`config.mk`:
```
export PLATFORM = sky130hd
export DESIGN_NAME = md5_block_compress_core
export DESIGN_NICKNAME = d
export VERILOG_FILES = /design/src/rtl/md5bc_pkg.sv /design/src/rtl/md5_block_compress_core.sv
export SDC_FILE = /design/constraint.sdc
export NUM_CORES = 2
export LEC_CHECK = 0
export ABC_CLOCK_PERIOD_IN_PS = 7840
export BUFFER_PORTS_ARGS = -buffer_cell sky130_fd_sc_hd__buf_2
export CORE_UTILIZATION = 55
export CTS_CLUSTER_SIZE = 20
export DETAILED_ROUTE_END_ITERATION = 6
export GPL_TIMING_DRIVEN = 0
export PLACE_DENSITY_LB_ADDON = 0.12
export SYNTH_ARGS = -nofsm -noshare
export SYNTH_HDL_FRONTEND = slang
export SYNTH_SLANG_ARGS = --single-unit
```
`constraint.sdc`:
```
create_clock -name clk -period 7.84 [get_ports clk]
set_clock_uncertainty 0.05 [all_clocks]
set_input_delay 0.784 -clock clk [delete_from_list [all_inputs] [get_ports clk]]
set_output_delay 0.784 -clock clk [all_outputs]
set_load 0.02 [all_outputs]
```
`src/rtl/md5bc_pkg.sv`:
```
`timescale 1ns / 1ps
`default_nettype none

package md5bc_pkg;

	localparam int unsigned ROUNDS      = 64;
	localparam int unsigned BLOCK_WORDS = 16;
	localparam int unsigned RND_W       = $clog2(ROUNDS);
	localparam int unsigned WIDX_W      = $clog2(BLOCK_WORDS);

	localparam logic [31:0] INIT_A = 32'h67452301;
	localparam logic [31:0] INIT_B = 32'hefcdab89;
	localparam logic [31:0] INIT_C = 32'h98badcfe;
	localparam logic [31:0] INIT_D = 32'h10325476;

	localparam logic [31:0] SINE_K [ROUNDS] = '{
		32'hd76aa478, 32'he8c7b756, 32'h242070db, 32'hc1bdceee,
		32'hf57c0faf, 32'h4787c62a, 32'ha8304613, 32'hfd469501,
		32'h698098d8, 32'h8b44f7af, 32'hffff5bb1, 32'h895cd7be,
		32'h6b901122, 32'hfd987193, 32'ha679438e, 32'h49b40821,
		32'hf61e2562, 32'hc040b340, 32'h265e5a51, 32'he9b6c7aa,
		32'hd62f105d, 32'h02441453, 32'hd8a1e681, 32'he7d3fbc8,
		32'h21e1cde6, 32'hc33707d6, 32'hf4d50d87, 32'h455a14ed,
		32'ha9e3e905, 32'hfcefa3f8, 32'h676f02d9, 32'h8d2a4c8a,
		32'hfffa3942, 32'h8771f681, 32'h6d9d6122, 32'hfde5380c,
		32'ha4beea44, 32'h4bdecfa9, 32'hf6bb4b60, 32'hbebfbc70,
		32'h289b7ec6, 32'heaa127fa, 32'hd4ef3085, 32'h04881d05,
		32'hd9d4d039, 32'he6db99e5, 32'h1fa27cf8, 32'hc4ac5665,
		32'hf4292244, 32'h432aff97, 32'hab9423a7, 32'hfc93a039,
		32'h655b59c3, 32'h8f0ccc92, 32'hffeff47d, 32'h85845dd1,
		32'h6fa87e4f, 32'hfe2ce6e0, 32'ha3014314, 32'h4e0811a1,
		32'hf7537e82, 32'hbd3af235, 32'h2ad7d2bb, 32'heb86d391
	};

	typedef enum logic [1:0] {
		PH_F = 2'd0,
		PH_G = 2'd1,
		PH_H = 2'd2,
		PH_I = 2'd3
	} phase_t;

	typedef enum logic [3:0] {
		ST_LOAD  = 4'b0001,
		ST_PREP  = 4'b0010,
		ST_ROUND = 4'b0100,
		ST_DONE  = 4'b1000
	} state_t;

	function automatic logic [WIDX_W-1:0] msg_idx(input logic [RND_W-1:0] r);
		logic [WIDX_W-1:0] r4;
		logic [WIDX_W-1:0] idx;
		r4 = r[WIDX_W-1:0];
		case (phase_t'(r[RND_W-1 -: 2]))
			PH_F: idx = r4;
			PH_G: idx = WIDX_W'(r4 * 4'd5 + 4'd1);
			PH_H: idx = WIDX_W'(r4 * 4'd3 + 4'd5);
			PH_I: idx = WIDX_W'(r4 * 4'd7);
			default: idx = r4;
		endcase
		return idx;
	endfunction

	function automatic logic [4:0] rot_amt(input logic [RND_W-1:0] r);
		logic [4:0] s;
		case ({r[RND_W-1 -: 2], r[1:0]})
			4'd0:  s = 5'd7;
			4'd1:  s = 5'd12;
			4'd2:  s = 5'd17;
			4'd3:  s = 5'd22;
			4'd4:  s = 5'd5;
			4'd5:  s = 5'd9;
			4'd6:  s = 5'd14;
			4'd7:  s = 5'd20;
			4'd8:  s = 5'd4;
			4'd9:  s = 5'd11;
			4'd10: s = 5'd16;
			4'd11: s = 5'd23;
			4'd12: s = 5'd6;
			4'd13: s = 5'd10;
			4'd14: s = 5'd15;
			4'd15: s = 5'd21;
			default: s = 5'd0;
		endcase
		return s;
	endfunction

	function automatic logic [31:0] mix_fn(input phase_t ph, input logic [31:0] b,
		input logic [31:0] c, input logic [31:0] d);
		logic [31:0] m;
		case (ph)
			PH_F: m = (b & c) | (~b & d);
			PH_G: m = (d & b) | (~d & c);
			PH_H: m = b ^ c ^ d;
			PH_I: m = c ^ (b | ~d);
			default: m = b ^ c ^ d;
		endcase
		return m;
	endfunction

	function automatic logic [31:0] rotl32(input logic [31:0] x, input logic [4:0] s);
		logic [63:0] w;
		w = {x, x} << s;
		return w[63:32];
	endfunction

endpackage

`default_nettype wire

```
`src/rtl/md5_block_compress_core.sv`:
```
// MD5 compression core. Sixteen 32-bit message words are taken one item at a time,
// word 0 first; new_message on a word reloads the standard initial chain and makes that
// word the first of a fresh block, dropping any partial block. Words are accepted back
// to back while word_ready is high. After the sixteenth word the core drops word_ready
// while it fetches the first round operand, runs the 64 rounds with one round per cycle
// through a single shared add/rotate datapath, and adds the result into the chain.
// The updated chain appears on chain_a..chain_d with chain_valid and is held in an
// output register, so the next block's words are taken while it waits; the final add
// waits only if the previous result has not been taken.
`timescale 1ns / 1ps
`default_nettype none

module md5_block_compress_core
	import md5bc_pkg::*;
(
	input  wire logic        clk,
	input  wire logic        arst_n,
	input  wire logic [31:0] message_word,
	input  wire logic        new_message,
	input  wire logic        word_valid,
	output logic             word_ready,
	output logic [31:0]      chain_a,
	output logic [31:0]      chain_b,
	output logic [31:0]      chain_c,
	output logic [31:0]      chain_d,
	output logic             chain_valid,
	input  wire logic        chain_ready
);

	state_t state_q;
	logic [WIDX_W-1:0] cnt_q;
	logic [RND_W-1:0]  rnd_q;
	logic [31:0] blk_q [BLOCK_WORDS];
	logic [31:0] ha_q, hb_q, hc_q, hd_q;
	logic [31:0] wa_q, wb_q, wc_q, wd_q;
	logic [31:0] kw_q;
	logic        out_vld_q;

	logic              acc;
	logic [WIDX_W-1:0] wr_idx;
	logic [RND_W-1:0]  rnd_nxt;
	logic [31:0]       sum;
	logic [31:0]       b_new;
	logic              out_free;

	assign word_ready  = (state_q == ST_LOAD);
	assign acc         = word_valid && word_ready;
	assign wr_idx      = new_message ? '0 : cnt_q;
	assign rnd_nxt     = rnd_q + RND_W'(1);
	assign sum         = mix_fn(phase_t'(rnd_q[RND_W-1 -: 2]), wb_q, wc_q, wd_q)
	                     + wa_q + kw_q;
	assign b_new       = wb_q + rotl32(sum, rot_amt(rnd_q));
	assign out_free    = !out_vld_q || chain_ready;
	assign chain_valid = out_vld_q;

	always_ff @(posedge clk) begin
		if (acc) begin
			blk_q[wr_idx] <= message_word;
		end
		case (state_q)
			ST_PREP: begin
				kw_q <= SINE_K[0] + blk_q[msg_idx('0)];
				wa_q <= ha_q;
				wb_q <= hb_q;
				wc_q <= hc_q;
				wd_q <= hd_q;
			end
			ST_ROUND: begin
				kw_q <= SINE_K[rnd_nxt] + blk_q[msg_idx(rnd_nxt)];
				wa_q <= wd_q;
				wd_q <= wc_q;
				wc_q <= wb_q;
				wb_q <= b_new;
			end
			ST_DONE: begin
				if (out_free) begin
					chain_a <= ha_q + wa_q;
					chain_b <= hb_q + wb_q;
					chain_c <= hc_q + wc_q;
					chain_d <= hd_q + wd_q;
				end
			end
			default: begin
			end
		endcase
	end

	always_ff @(posedge clk or negedge arst_n) begin
		if (!arst_n) begin
			state_q   <= ST_LOAD;
			cnt_q     <= '0;
			rnd_q     <= '0;
			out_vld_q <= 1'b0;
			ha_q      <= INIT_A;
			hb_q      <= INIT_B;
			hc_q      <= INIT_C;
			hd_q      <= INIT_D;
		end else begin
			if (out_vld_q && chain_ready && state_q != ST_DONE) begin
				out_vld_q <= 1'b0;
			end
			case (state_q)
				ST_LOAD: begin
					if (acc) begin
						if (new_message) begin
							ha_q <= INIT_A;
							hb_q <= INIT_B;
							hc_q <= INIT_C;
							hd_q <= INIT_D;
						end
						cnt_q <= wr_idx + WIDX_W'(1);
						if (wr_idx == WIDX_W'(BLOCK_WORDS - 1)) begin
							state_q <= ST_PREP;
						end
					end
				end
				ST_PREP: begin
					rnd_q   <= '0;
					state_q <= ST_ROUND;
				end
				ST_ROUND: begin
					rnd_q <= rnd_nxt;
					if (rnd_q == RND_W'(ROUNDS - 1)) begin
						state_q <= ST_DONE;
					end
				end
				ST_DONE: begin
					if (out_free) begin
						ha_q      <= ha_q + wa_q;
						hb_q      <= hb_q + wb_q;
						hc_q      <= hc_q + wc_q;
						hd_q      <= hd_q + wd_q;
						out_vld_q <= 1'b1;
						state_q   <= ST_LOAD;
					end
				end
				default: begin
					state_q <= ST_LOAD;
				end
			endcase
		end
	end

endmodule

`default_nettype wire

```
==> impl_metrics.tcl <==
set metrics [dict create \
    netlist_instances 4912 \
    die_area_mm2 0.1007 \
    placed_area_mm2 0.05778 \
    overflow 0 \
    r2r_start "rnd_q[5]" \
    yosysTopAreaCell "edfxtp_1" \
    top_usage_layer "met2" \
    cts_root_buffer "clkbuf_16" \
    antenna_found_initial 4 \
    synth_compound_area_share_pct 16.32 \
    synth_xor_area_share_pct 3.904 \
    design_area_mm2 0.06333 \
    met3_usage_pct 7.584 \
    synth_edf_count 800 \
    largest_reg_flops 512 \
    synth.avg_cell_area_um2 11.13 \
    crit_path_start "rnd_q[5]" \
    cts_tree "yes" \
    powerDensity_mw_per_mm2 167.5 \
    ir_drop_mv 0.2816 \
    netlist_area_mm2 0.05467 \
    synth-simple-area-share_pct 11.26 \
    grt_pass1_wl_mm 278.0 \
    setup_viol 7 \
    worstPathMaxFanout 10 \
    synth_most_common_cell "edfxtp_1" \
    placedCellCount 6386 \
    wl_per_cell_um 29.36 \
    rows 115 \
    antenna_left 0 \
    p_sw_share_pct 21.72 \
    leakage_nw 23.68 \
    start_kind "flip-flop" \
    clock.fmax_ghz 0.1236 \
    cp.required_ns 8.24 \
    violations "capacitance limit, slew limit, setup timing" \
    ys_ff_latch 943 \
    rsz0062_at_grt "yes" \
    drive_gt1_share_pct 17.84 \
    p_switching_mw 2.304 \
    synth.top_cells.by_area "edfxtp_1 44%, ha_1 5.8%, mux4_2 5.3%, nand2_1 4.9%, a21oi_1 4.2%" \
    max_flop_register "blk_q" \
    grt_max_degree 120 \
    holdBufCountCts 0 \
    pin_count 167 \
    area_growth_pct 15.84 \
    grtUsageTotal_pct 38.36 \
    slew-limit-headroom_pct -4.969 \
    clk_path_buf_depth 3 \
    initial_core_util_pct 55.55 \
    cts_made_buffers 98 \
    internal-power_mw 8.304 \
    layout.cells.non_filler 6640 \
    clock_latency_ns 0.74 \
    endpoint "wb_q[30]" \
    min_period_ns 8.091 \
    first_global_vias 41620 \
    min_path_type "input port to async pin" \
    fin_crit_sh_pct 103.2 \
    io_buffers 165 \
    nets 5603 \
    ys_async_sr_fraction_pct 15.16 \
    fillers 7702 \
    p_clk_share_pct 45.1 \
    clock-sinks 943 \
    via_per_inst 6.568 \
    yosys-top-cells-count "800 x edfxtp_1, 710 x nand2_1, 463 x a21oi_1" \
    worst_slack_ns -0.2508 \
    met2_usage_pct 59.64 \
    die_w_um 317.3 \
    die_h_um 317.3 \
    seq_area_mm2 0.02769 \
    worstMarginPinSlew_ns 1.575 \
    worst_ep_arrival_time_ns 8.50 \
    num_vias 43610 \
    ys_seq_area_share_pct 50.63 \
    htree_num_levels 3 \
    ys_warn_count 0 \
    worst_setup_path_end_kind "flip-flop" \
    power_frac_seq_pct 52.0 \
    drt_wl_total_mm 195.0 \
    maxSlewViolCount 11 \
    multiInputGateArea_mm2 0.02694 \
    grt.met1_usage_pct 48.50 \
    whs_ns 0.01738 \
    ff2ff_path_depth 36 \
    drt_iter0_markers 5292 \
    clk_pin_slew_ns 0.07 \
    dp_hpwl_mm 141.0 \
    muxShareOfSynthArea_pct 7.952 \
    route.detailed.drc 0 \
    slowest_delay_ns 0.58 \
    power_frac_comb_pct 2.9 \
    slowest_stage "fa_1" \
    status "finished, violations left" \
    finalWeightedCongestion 1.120 \
    yosysTopAreaCellShare_pct 43.94 \
    fin_util_pct 64.35 \
    critPathKind "flip-flop to flip-flop" \
    reg2reg_slack_ns -0.25 \
    hold_viol 0 \
    synthAdderAreaFrac_pct 7.341 \
    r2r-end "wb_q[30]" \
    maxCapViolCount 1 \
    drtPass1Iterations 6 \
    synthFlopType "edfxtp_1" \
    syn-num-nets 5244 \
    synth.distinct_cells 86 \
    core_area_mm2 0.09842 \
    synth_top_family_by_area "compound AO/OA/AOI/OAI gates" \
]
## final cells by class
type	count	share of cell area, %
diodes	1	0.003951
plain buffers	246	2.049
clock buffers	118	4.074
clock inverters	63	1.104
inverters	108	0.6796
multi-input cells	3602	42.54
flip-flops and latches	943	43.72
well taps	1287	2.543
repair buffers	272	3.283
## routing by layer
layer  share of wire, %  up-vias  routed length, µm
li1                   -    19230                  -
met1                 38    21460              73130
met2                 46     2336              88870
met3                9.0      571              17580
met4                7.9        4              15340
met5              0.012        -                 23
## power groups by stage
stage               registers [mW]  logic, mW  clock network, mW
floorplan                     5.60      0.145                  0
global placement              5.62      0.276                  0
detailed placement            5.62      0.298                  0
CTS                           5.52      0.301               4.82
global route                  5.52      0.331               5.01
finish                        5.52      0.308               4.78
## critical path, delay by kind of cell, from the launching register on
| kind | cells | cell delay [ns] |
|---|---|---|
| AO/OA/AOI/OAI | 20 | 3.87 |
| XOR/XNOR | 1 | 0.15 |
| adder cells (fa/ha/maj) | 4 | 1.36 |
| buffers and inverters | 5 | 0.75 |
| flip-flops | 1 | 0.36 |
| multiplexers | 2 | 0.40 |
| AND/OR/NAND/NOR | 4 | 0.86 |
## worst min path at each step
stage               end  slack [ns]  depth (start not counted)
2_1_floorplan  cnt_q[1]        0.42                          2
3_3_place_gp   cnt_q[1]        0.44                          2
3_5_place_dp   cnt_q[1]        0.45                          2
4_1_cts        rnd_q[3]        0.02                          1
5_1_grt         hc_q[9]        0.05                          1
6_report        hc_q[9]        0.02                          1
## metrics by stage
step | TNS (ns) | total power [mW] | worst slack [ns]
2_1_floorplan | 0 | 5.747 | 0.01485
3_3_place_gp | -214.32 | 5.897 | -4.426
3_5_place_dp | -108.98 | 5.916 | -3.497
4_1_cts | -1.930 | 10.64 | -0.4246
5_1_grt | -3.639 | 10.86 | -0.5057
6_report | -0.9018 | 10.61 | -0.2508
## cell families after synthesis
| logic type | count (synthesis) |
|---|---|
| AO/OA/AOI/OAI | 1387 |
| multiplexers | 271 |
| buffers and inverters | 367 |
| AND/OR/NAND/NOR | 1409 |
| XOR/XNOR | 240 |
| adder cells (fa/ha/maj) | 295 |
| flip-flops | 943 |
## what timing repair did
action,in CTS,in global routing
endpoints found under the setup margin,60,36
setup buffers,35,55
cloned,1,1
gates resized for setup,175,223
endpoints found under the hold margin,0,0
pin swaps,43,79
## placed cells by master, fill, tap and decap left out, types with 101 or more instances in the layout
master | Yosys | layout
inv_1 | 105 | 101
o21ai_0 | 243 | 214
clkbuf_1 | 196 | 157
ha_1 | 252 | 220
nor2_1 | 301 | 268
a21oi_1 | 463 | 437
mux2i_1 | 116 | 111
buf_2 | 33 | 189
clkbuf_16 | 0 | 105
edfxtp_1 | 800 | 800
mux4_2 | 128 | 128
xnor2_1 | 150 | 143
nand2_1 | 710 | 704
(Power assumes the default switching activity.)
